--- src/sv/bcdd_pkg.sv ---
// Shared types, codes and sequencing functions for the blink-code digit display.
// No dependencies; compiled first.
package bcdd_pkg;

  localparam int TIMER_BITS = 16;

  localparam logic [15:0] FLASH_TICKS_RST  = 16'd250;
  localparam logic [15:0] GAP_TICKS_RST    = 16'd500;
  localparam logic [3:0]  REPEAT_COUNT_RST = 4'd3;

  // Configuration register indexes (paddr[3:2])
  localparam logic [1:0] REG_FLASH_TICKS  = 2'd0;
  localparam logic [1:0] REG_GAP_TICKS    = 2'd1;
  localparam logic [1:0] REG_REPEAT_COUNT = 2'd2;

  // Input command codes
  localparam logic CMD_TICK = 1'b0;
  localparam logic CMD_SHOW = 1'b1;

  // Sequencer phases; numeric order is the order within one pass
  localparam logic [2:0] PH_IDLE  = 3'd0;
  localparam logic [2:0] PH_BLUE  = 3'd1;
  localparam logic [2:0] PH_RED   = 3'd2;
  localparam logic [2:0] PH_GAP1  = 3'd3;
  localparam logic [2:0] PH_GREEN = 3'd4;
  localparam logic [2:0] PH_GAP2  = 3'd5;

  typedef struct packed {
    logic [15:0] flash_ticks;
    logic [15:0] gap_ticks;
    logic [3:0]  repeat_count;
  } cfg_t;

  typedef struct packed {
    logic [2:0]            phase;
    logic [3:0]            pass_left;
    logic [3:0]            flashes_left;
    logic                  light_on;
    logic [TIMER_BITS-1:0] timer;
  } seq_t;

  typedef struct packed {
    logic red_on;
    logic green_on;
    logic blue_on;
    logic busy_res;
  } led_t;

  function automatic logic [TIMER_BITS-1:0] timer_load(logic [15:0] t);
    logic [31:0] ext;
    logic [31:0] mx;
    ext = 32'(t);
    mx  = 32'((64'd1 << TIMER_BITS) - 64'd1);
    return (ext > mx) ? mx[TIMER_BITS-1:0] : ext[TIMER_BITS-1:0];
  endfunction

  function automatic logic [TIMER_BITS-1:0] flash_load(logic [15:0] t);
    return timer_load((t == 16'd0) ? 16'd1 : t);
  endfunction

  // First phase at or after q that has something to show, else idle
  function automatic logic [2:0] first_from(logic [2:0] q, logic neg, logic [3:0] tens,
                                            logic [3:0] ones, logic gap_nz);
    logic [2:0] r;
    r = PH_IDLE;
    if (q <= PH_BLUE && neg) r = PH_BLUE;
    else if (q <= PH_RED && tens != 4'd0) r = PH_RED;
    else if (q <= PH_GAP1 && gap_nz) r = PH_GAP1;
    else if (q <= PH_GREEN && ones != 4'd0) r = PH_GREEN;
    else if (q <= PH_GAP2 && gap_nz) r = PH_GAP2;
    return r;
  endfunction

  // Enter phase p with pass count pass, skipping empty phases
  function automatic seq_t enter_phase(logic [2:0] p, logic [3:0] pass, logic neg,
                                       logic [3:0] tens, logic [3:0] ones, cfg_t cfg);
    seq_t       s;
    logic [2:0] t;
    logic [3:0] pl;
    logic       gap_nz;
    s      = '0;
    gap_nz = (cfg.gap_ticks != 16'd0);
    t      = PH_IDLE;
    pl     = pass;
    if (p != PH_IDLE) begin
      t = first_from(p, neg, tens, ones, gap_nz);
      if (t == PH_IDLE) begin
        // end of pass reached with nothing left: count the pass, restart
        pl = pass - 4'd1;
        if (pl != 4'd0) t = first_from(PH_BLUE, neg, tens, ones, gap_nz);
      end
    end
    case (t) inside
      PH_BLUE: begin
        s.flashes_left = 4'd1;
        s.light_on     = 1'b1;
        s.timer        = flash_load(cfg.flash_ticks);
      end
      PH_RED: begin
        s.flashes_left = tens;
        s.light_on     = 1'b1;
        s.timer        = flash_load(cfg.flash_ticks);
      end
      PH_GREEN: begin
        s.flashes_left = ones;
        s.light_on     = 1'b1;
        s.timer        = flash_load(cfg.flash_ticks);
      end
      PH_GAP1, PH_GAP2: begin
        s.timer = timer_load(cfg.gap_ticks);
      end
      default: begin
        s = '0;
      end
    endcase
    if (t != PH_IDLE) begin
      s.phase     = t;
      s.pass_left = pl;
    end
    return s;
  endfunction

endpackage

--- src/sv/bcdd_if.sv ---
// Valid/ready channel interfaces for the input items and the result items.
// Depends on nothing.
interface bcdd_in_if;
  logic              valid;
  logic              ready;
  logic              cmd;
  logic signed [7:0] value;
  modport source (output valid, output cmd, output value, input ready);
  modport sink   (input valid, input cmd, input value, output ready);
  modport mon    (input valid, input cmd, input value, input ready);
endinterface

interface bcdd_out_if;
  logic valid;
  logic ready;
  logic red_on;
  logic green_on;
  logic blue_on;
  logic busy_res;
  modport source (output valid, output red_on, output green_on, output blue_on,
                  output busy_res, input ready);
  modport sink   (input valid, input red_on, input green_on, input blue_on,
                  input busy_res, output ready);
  modport mon    (input valid, input red_on, input green_on, input blue_on,
                  input busy_res, input ready);
endinterface

--- src/sv/bcdd_core.sv ---
// Blink sequencer state and its update for one item, taken when step_en is high.
// Depends on bcdd_pkg.
module bcdd_core
  import bcdd_pkg::*;
(
  input  logic              clk,
  input  logic              rst_n,
  input  logic              step_en,
  input  logic              cmd,
  input  logic signed [7:0] value,
  input  cfg_t              cfg,
  output led_t              leds
);

  seq_t       seq_r, seq_nxt;
  logic [3:0] tens_r, tens_nxt;
  logic [3:0] ones_r, ones_nxt;
  logic       neg_r, neg_nxt;

  logic signed [7:0]     v_sat;
  logic [7:0]            mag8;
  logic [6:0]            mag;
  logic [14:0]           prod;
  logic [3:0]            tens_new;
  logic [6:0]            tens_x10;
  logic [3:0]            ones_new;
  logic                  neg_new;
  logic [TIMER_BITS-1:0] t_dec;
  logic [3:0]            pl_dec;
  logic [3:0]            fl_dec;
  logic [2:0]            ph_after;

  // saturate and split into digits; tens = mag/10 via *205 >> 11 (exact to 99)
  always_comb begin
    if (value > 8'sd99) v_sat = 8'sd99;
    else if (value < -8'sd99) v_sat = -8'sd99;
    else v_sat = value;
    neg_new  = v_sat[7];
    mag8     = neg_new ? 8'(-v_sat) : 8'(v_sat);
    mag      = mag8[6:0];
    prod     = 15'(mag) * 15'd205;
    tens_new = prod[14:11];
    tens_x10 = 7'({tens_new, 3'b000}) + 7'({tens_new, 1'b0});
    ones_new = 4'(mag - tens_x10);
  end

  always_comb begin
    seq_nxt  = seq_r;
    tens_nxt = tens_r;
    ones_nxt = ones_r;
    neg_nxt  = neg_r;
    t_dec    = (seq_r.timer != '0) ? seq_r.timer - 1'b1 : seq_r.timer;
    pl_dec   = seq_r.pass_left - 4'd1;
    fl_dec   = seq_r.flashes_left - 4'd1;
    case (seq_r.phase)
      PH_BLUE: ph_after = PH_RED;
      PH_RED:  ph_after = PH_GAP1;
      default: ph_after = PH_GAP2;
    endcase
    if (cmd == CMD_SHOW) begin
      if (seq_r.phase == PH_IDLE) begin
        tens_nxt = tens_new;
        ones_nxt = ones_new;
        neg_nxt  = neg_new;
        if (cfg.repeat_count != 4'd0)
          seq_nxt = enter_phase(PH_BLUE, cfg.repeat_count, neg_new, tens_new, ones_new, cfg);
      end
    end else if (seq_r.phase != PH_IDLE) begin
      if (t_dec != '0) begin
        seq_nxt.timer = t_dec;
      end else if (seq_r.phase == PH_GAP1) begin
        seq_nxt = enter_phase(PH_GREEN, seq_r.pass_left, neg_r, tens_r, ones_r, cfg);
      end else if (seq_r.phase == PH_GAP2) begin
        seq_nxt = (pl_dec == 4'd0) ? '0
                : enter_phase(PH_BLUE, pl_dec, neg_r, tens_r, ones_r, cfg);
      end else if (seq_r.light_on) begin
        seq_nxt.light_on = 1'b0;
        seq_nxt.timer    = flash_load(cfg.flash_ticks);
      end else if (fl_dec != 4'd0) begin
        seq_nxt.flashes_left = fl_dec;
        seq_nxt.light_on     = 1'b1;
        seq_nxt.timer        = flash_load(cfg.flash_ticks);
      end else begin
        seq_nxt = enter_phase(ph_after, seq_r.pass_left, neg_r, tens_r, ones_r, cfg);
      end
    end
  end

  always_ff @(posedge clk) begin
    if (!rst_n) begin
      seq_r  <= '0;
      tens_r <= '0;
      ones_r <= '0;
      neg_r  <= 1'b0;
    end else if (step_en) begin
      seq_r  <= seq_nxt;
      tens_r <= tens_nxt;
      ones_r <= ones_nxt;
      neg_r  <= neg_nxt;
    end
  end

  assign leds.red_on   = (seq_r.phase == PH_RED)   && seq_r.light_on;
  assign leds.green_on = (seq_r.phase == PH_GREEN) && seq_r.light_on;
  assign leds.blue_on  = (seq_r.phase == PH_BLUE)  && seq_r.light_on;
  assign leds.busy_res = (seq_r.phase != PH_IDLE);

endmodule

--- src/sv/blink_code_digit_display.sv ---
// Blink-code digit display: an item goes through the input register, then the
// sequencer state update, to its result. Throughput is one item per cycle while
// the result is not stalled; one more item is taken while a result waits.
// The result fields decode the sequencer registers directly.
// Reset (rst_n low, synchronous) empties the pipeline, idles the sequencer and
// restores flash_ticks=250, gap_ticks=500, repeat_count=3.
module blink_code_digit_display
  import bcdd_pkg::*;
(
  input  logic        clk,
  input  logic        rst_n,
  bcdd_in_if.sink     in_chan,
  bcdd_out_if.source  out_chan,
  input  logic        psel,
  input  logic        penable,
  input  logic        pwrite,
  input  logic [3:0]  paddr,
  input  logic [31:0] pwdata,
  output logic [31:0] prdata,
  output logic        pready
);

  // ---------------- configuration registers ----------------
  cfg_t       cfg_r;
  logic       cfg_wr;
  logic [1:0] reg_idx;

  assign pready  = 1'b1;
  assign reg_idx = paddr[3:2];
  assign cfg_wr  = psel && penable && pwrite && pready;

  always_ff @(posedge clk) begin
    if (!rst_n) begin
      cfg_r.flash_ticks  <= FLASH_TICKS_RST;
      cfg_r.gap_ticks    <= GAP_TICKS_RST;
      cfg_r.repeat_count <= REPEAT_COUNT_RST;
    end else if (cfg_wr) begin
      case (reg_idx)
        REG_FLASH_TICKS:  cfg_r.flash_ticks  <= pwdata[15:0];
        REG_GAP_TICKS:    cfg_r.gap_ticks    <= pwdata[15:0];
        REG_REPEAT_COUNT: cfg_r.repeat_count <= pwdata[3:0];
        default: ;  // unmapped address, write dropped
      endcase
    end
  end

  always_comb begin
    unique case (reg_idx)
      REG_FLASH_TICKS:  prdata = 32'(cfg_r.flash_ticks);
      REG_GAP_TICKS:    prdata = 32'(cfg_r.gap_ticks);
      REG_REPEAT_COUNT: prdata = 32'(cfg_r.repeat_count);
      default:          prdata = '0;
    endcase
  end

  // ---------------- input register ----------------
  // s1 holds one accepted item; it is consumed when the result slot is free
  // or is being emptied in the same cycle.
  logic              s1_valid_r;
  logic              s1_cmd_r;
  logic signed [7:0] s1_value_r;
  logic              out_valid_r;
  logic              s1_adv;
  logic              step_en;

  assign s1_adv        = !out_valid_r || out_chan.ready;
  assign step_en       = s1_valid_r && s1_adv;
  assign in_chan.ready = !s1_valid_r || s1_adv;

  always_ff @(posedge clk) begin
    if (!rst_n) begin
      s1_valid_r <= 1'b0;
    end else if (in_chan.ready) begin
      s1_valid_r <= in_chan.valid;
    end
  end

  always_ff @(posedge clk) begin
    if (in_chan.valid && in_chan.ready) begin
      s1_cmd_r   <= in_chan.cmd;
      s1_value_r <= in_chan.value;
    end
  end

  // ---------------- sequencer / result register ----------------
  led_t leds;

  bcdd_core u_core (
    .clk     (clk),
    .rst_n   (rst_n),
    .step_en (step_en),
    .cmd     (s1_cmd_r),
    .value   (s1_value_r),
    .cfg     (cfg_r),
    .leds    (leds)
  );

  // result slot: full after each step, empties on an output transfer with no new step
  always_ff @(posedge clk) begin
    if (!rst_n) begin
      out_valid_r <= 1'b0;
    end else if (s1_adv) begin
      out_valid_r <= s1_valid_r;
    end
  end

  assign out_chan.valid    = out_valid_r;
  assign out_chan.red_on   = leds.red_on;
  assign out_chan.green_on = leds.green_on;
  assign out_chan.blue_on  = leds.blue_on;
  assign out_chan.busy_res = leds.busy_res;

endmodule

--- src/flat_wrapper.sv ---
// flat-port wrapper written by rule: the top's interface ports become plain ports
module blink_code_digit_display_flat import bcdd_pkg::*;
  (clk, rst_n, psel, penable, pwrite, paddr, pwdata, prdata, pready, in_chan_valid, in_chan_cmd, in_chan_value, in_chan_ready, out_chan_valid, out_chan_red_on, out_chan_green_on, out_chan_blue_on, out_chan_busy_res, out_chan_ready);
  bcdd_in_if in_chan_i ();
  bcdd_out_if out_chan_i ();
  input  logic clk;
  input  logic rst_n;
  input  logic psel;
  input  logic penable;
  input  logic pwrite;
  input  logic [3:0] paddr;
  input  logic [31:0] pwdata;
  output logic [31:0] prdata;
  output logic pready;
  input wire logic [$bits(in_chan_i.valid)-1:0] in_chan_valid;
  input wire logic [$bits(in_chan_i.cmd)-1:0] in_chan_cmd;
  input wire logic [$bits(in_chan_i.value)-1:0] in_chan_value;
  output wire logic [$bits(in_chan_i.ready)-1:0] in_chan_ready;
  output wire logic [$bits(out_chan_i.valid)-1:0] out_chan_valid;
  output wire logic [$bits(out_chan_i.red_on)-1:0] out_chan_red_on;
  output wire logic [$bits(out_chan_i.green_on)-1:0] out_chan_green_on;
  output wire logic [$bits(out_chan_i.blue_on)-1:0] out_chan_blue_on;
  output wire logic [$bits(out_chan_i.busy_res)-1:0] out_chan_busy_res;
  input wire logic [$bits(out_chan_i.ready)-1:0] out_chan_ready;
  assign in_chan_i.valid = in_chan_valid;
  assign in_chan_i.cmd = in_chan_cmd;
  assign in_chan_i.value = in_chan_value;
  assign in_chan_ready = in_chan_i.ready;
  assign out_chan_valid = out_chan_i.valid;
  assign out_chan_red_on = out_chan_i.red_on;
  assign out_chan_green_on = out_chan_i.green_on;
  assign out_chan_blue_on = out_chan_i.blue_on;
  assign out_chan_busy_res = out_chan_i.busy_res;
  assign out_chan_i.ready = out_chan_ready;
  blink_code_digit_display u_core (.clk(clk), .rst_n(rst_n), .in_chan(in_chan_i), .out_chan(out_chan_i), .psel(psel), .penable(penable), .pwrite(pwrite), .paddr(paddr), .pwdata(pwdata), .prdata(prdata), .pready(pready));
endmodule
--- config.mk ---
export PLATFORM = sky130hd
export DESIGN_NAME = blink_code_digit_display_flat
export DESIGN_NICKNAME = d
export VERILOG_FILES = /design/src/sv/bcdd_pkg.sv /design/src/sv/bcdd_if.sv /design/src/sv/bcdd_core.sv /design/src/sv/blink_code_digit_display.sv /design/src/flat_wrapper.sv
export SDC_FILE = /design/constraint.sdc
export NUM_CORES = 1
export LEC_CHECK = 0
export ABC_AREA = 1
export BUFFER_PORTS_ARGS = -buffer_cell sky130_fd_sc_hd__buf_4
export CAP_MARGIN = 15
export CORE_MARGIN = 4
export CORE_UTILIZATION = 65
export DETAILED_ROUTE_END_ITERATION = 8
export PLACE_DENSITY = 0.95
export SLEW_MARGIN = 20
export SYNTH_ARGS = -nofsm -noshare
export SYNTH_HDL_FRONTEND = slang
export SYNTH_SLANG_ARGS = --single-unit
--- constraint.sdc ---
create_clock -name clk -period 9.4 [get_ports clk]
set_input_delay 1.88 -clock clk [delete_from_list [all_inputs] [get_ports clk]]
set_output_delay 1.88 -clock clk [all_outputs]
set_load 0.05 [all_outputs]
==> impl_metrics.py <==
metrics = {
    "status": {
        "status": "complete, no violations",
    },
    "yosys": {
        "netlist_instances": 1163,
        "synth-seq-area-share": 0.231,
        "synth_cell_type_count": 62,
        "synth_edf_count": 9,
        "synth-main-ff-cell": "dfxtp_1",
        "async_reset_ff_frac": 0,
        "yosysWarnings": 0,
        "ys_ff_latch": 84,
        "syn_area_um2": 7660,
        "synth_area_per_cell_um2": 6.58,
    },
    "final_layout": {
        "area_delta_synth_final_pct": 8.53,
        "insertedDiodeCount": 0,
        "stdcell_area_um2": 8310,
        "fillCellCount": 909,
        "multi_input_area_um2": 4990,
        "ff_latch_area_um2": 1770,
        "layout_common_cells": "232 x nand2_1, 146 x inv_1, 97 x a21oi_1",
        "final_common_cell": "nand2_1",
        "drive_gt1_frac": 0.129,
        "finalNetCount": 1300,
    },
    "detailed_routing": {
        "post_drt_via_cell_ratio": 6.24,
        "drtIter0Drc": 1269,
        "vias": 8391,
        "ant_nets": 0,
        "post-route-drc-count": 0,
        "firstDrtPassIters": 7,
        "wl_per_cell_um": 17.5,
        "routed_wl_um": 23600,
    },
    "floorplanning": {
        "die_w_um": 117,
        "start_util": 0.668,
        "die_area_um2": 13600,
        "fp.dieH_um": 117,
        "core.rowCount": 39,
        "io_pins": 91,
        "coreArea_um2": 11500,
    },
    "sta": {
        "rsz0062_at_grt": "no",
        "fin_setup_tns_ns": 0,
        "max_slew_margin": 0.302,
        "skew_ns": 0.0111,
        "setup_ws_ns": 1.89,
        "final_hold_viol_count": 0,
        "finalSetupViolations": 0,
        "clock.fmax_ghz": 0.133,
        "worst_slew_pin_slew_ns": 1.04,
        "fin_crit_sh": 0.799,
        "slew_violations": 0,
        "min_period_ns": 7.51,
    },
    "power": {
        "power_density_nw_per_um2": 226,
        "vdd_drop_max_mv": 0.332,
        "power.switching_mw": 0.942,
        "clock_power_share": 0.184,
        "comb_power_share": 0.606,
        "p_leak_nw": 3.89,
        "seqPwrFrac": 0.210,
        "internal_power_mw": 0.937,
        "switching_share": 0.501,
    },
    "setup_path": {
        "critPathMaxFanout": 17,
        "cp.required_ns": 9.61,
        "crit_buf_inv": 4,
        "end_kind": "register",
        "critPathMaxStageDelay_ns": 0.47,
        "cp_top_family": "adder cells",
        "r2r_cells": 35,
        "cp_num_cells": 35,
        "worst_ep_arrival_time_ns": 7.72,
        "critical_path_class": "reg2reg",
        "critPathSlowestCell": "fa_1",
        "start_kind": "register",
    },
    "global_routing": {
        "grt_use_total": 0.350,
        "grt_antenna_before_repair": 0,
        "grt_pass1_wl_um": 37900,
        "grt_start_max_net_pins": 65,
        "grt_pass1_vias": 7607,
        "grt_overflow_total": 0,
    },
    "cts": {
        "h-tree-depth": 3,
        "post_cts_buffers": 0,
        "cts-root-buf": "clkbuf_16",
        "cts_buffers": 9,
        "clk_pin_slew_worst_paths_ns": 0.07,
        "cts.path.max_buffers": 2,
        "numClockSinks": 84,
        "cts.hold.buffers_added": 0,
        "clock_latency_ns": 0.35,
        "cts_tree": "done",
        "cts-resized-gates": 0,
    },
    "place": {
        "gp_congestion": 1.04,
        "dpl_cell_area_um2": 8030,
        "dp_slack_ns": 2.06,
        "numPortBuffers": 55,
        "dp_hpwl_um": 17900,
    },
    "flow_run": {
        "cap_violations": 0,
    },
    "hold_path": {
        "hold_path.class": "reg2reg",
        "hold_depth": 2,
    },
}
## per-stage QoR
step / hold WS (ns) / power [mW] / cells / utilization
after global routing: 0.520 / 2.00 / 1345 / 0.725
after global placement: 0.474 / 1.45 / 1329 / 0.700
after CTS: 0.496 / 1.85 / 1345 / 0.725
after detailed placement: 0.487 / 1.50 / 1329 / 0.700
final: 0.498 / 1.88 / 1345 / 0.725
after floorplan: 0.463 / 1.26 / 1178 / -
## registers in the layout, summed over array words and instances, names as in the netlist
signal / cells
u_core.cfg_r: 36
u_core.u_core.seq_r: 28
u_core.s1_value_r: 8
u_core.u_core.ones_r: 4
u_core.u_core.tens_r: 4
u_core.out_chan.valid: 1
u_core.s1_cmd_r: 1
u_core.s1_valid_r: 1
u_core.u_core.neg_r: 1
## cell type report
| type | instances | share of cell area |
|---|---|---|
| Timing Repair Buffer | 59 | 0.0533 |
| Inverter | 170 | 0.0778 |
| Clock buffer | 9 | 0.0271 |
| Multi-Input combinational cell | 873 | 0.600 |
| Clock inverter | 7 | 0.00693 |
| Tap cell | 143 | 0.0215 |
| Sequential cell | 84 | 0.213 |
## cell families after synthesis
logic type	synth area share
AO/OA/AOI/OAI	0.221
flip-flops	0.231
buffers and inverters	0.125
other	0.000981
adder cells (fa/ha/maj)	0.0912
AND/OR/NAND/NOR	0.304
XOR/XNOR	0.0261
## routing by layer
layer	track usage	vias up	wire length (µm)
met5	0	-	0
met4	0.148	0	861
met3	0.0430	98	2840
met2	0.543	631	10300
met1	0.492	3703	9530
li1	-	3959	-
## cells in the mapped netlist (7+ instances only)
| library cell | count | area, µm² |
|---|---|---|
| nor3_1 | 17 | 85.1 |
| inv_2 | 18 | 67.6 |
| edfxtp_1 | 9 | 270 |
| o21ai_0 | 89 | 445 |
| xor2_1 | 19 | 166 |
| nand4_1 | 20 | 125 |
| nand3_1 | 78 | 390 |
| ha_1 | 43 | 538 |
| nor2_2 | 7 | 43.8 |
| inv_1 | 146 | 548 |
| buf_4 | 20 | 150 |
| nand2_2 | 14 | 87.6 |
| a21oi_1 | 97 | 485 |
| nand2_1 | 232 | 871 |
| clkbuf_1 | 17 | 63.8 |
| o22ai_1 | 30 | 188 |
| dfxtp_1 | 75 | 1500 |
| nor2_1 | 91 | 342 |
| nand2_4 | 7 | 78.8 |
| a31oi_1 | 10 | 62.6 |
| o211ai_1 | 21 | 158 |
| fa_1 | 8 | 160 |
## worst min-delay path: cells and delay by family, from the launching register on
kind / cells / cell delay (ns)
DFF: 1 / 0.33
AOI/OAI and AO/OA: 1 / 0.05
and+or+nand+nor: 1 / 0.07
## path summary, 6_finish.rpt
path / start / endpoint / slack [ns]
hold reg to reg: u_core.u_core.seq_r[15] / u_core.u_core.seq_r[15] / 0.50
setup / recovery: u_core.s1_value_r[1] / u_core.u_core.seq_r[10] / 1.89
setup reg to reg: u_core.s1_value_r[1] / u_core.u_core.seq_r[10] / 1.89
hold / removal: u_core.u_core.seq_r[15] / u_core.u_core.seq_r[15] / 0.50
## power by group through the flow
stage | sequential, mW | combinational (mW) | clock (mW)
finish | 0.395 | 1.14 | 0.345
global route | 0.397 | 1.25 | 0.354
global placement | 0.402 | 1.05 | 0
floorplan | 0.398 | 0.858 | 0
CTS | 0.394 | 1.11 | 0.341
detailed placement | 0.402 | 1.10 | 0
Note: power is estimated with default switching activity, not from simulation.
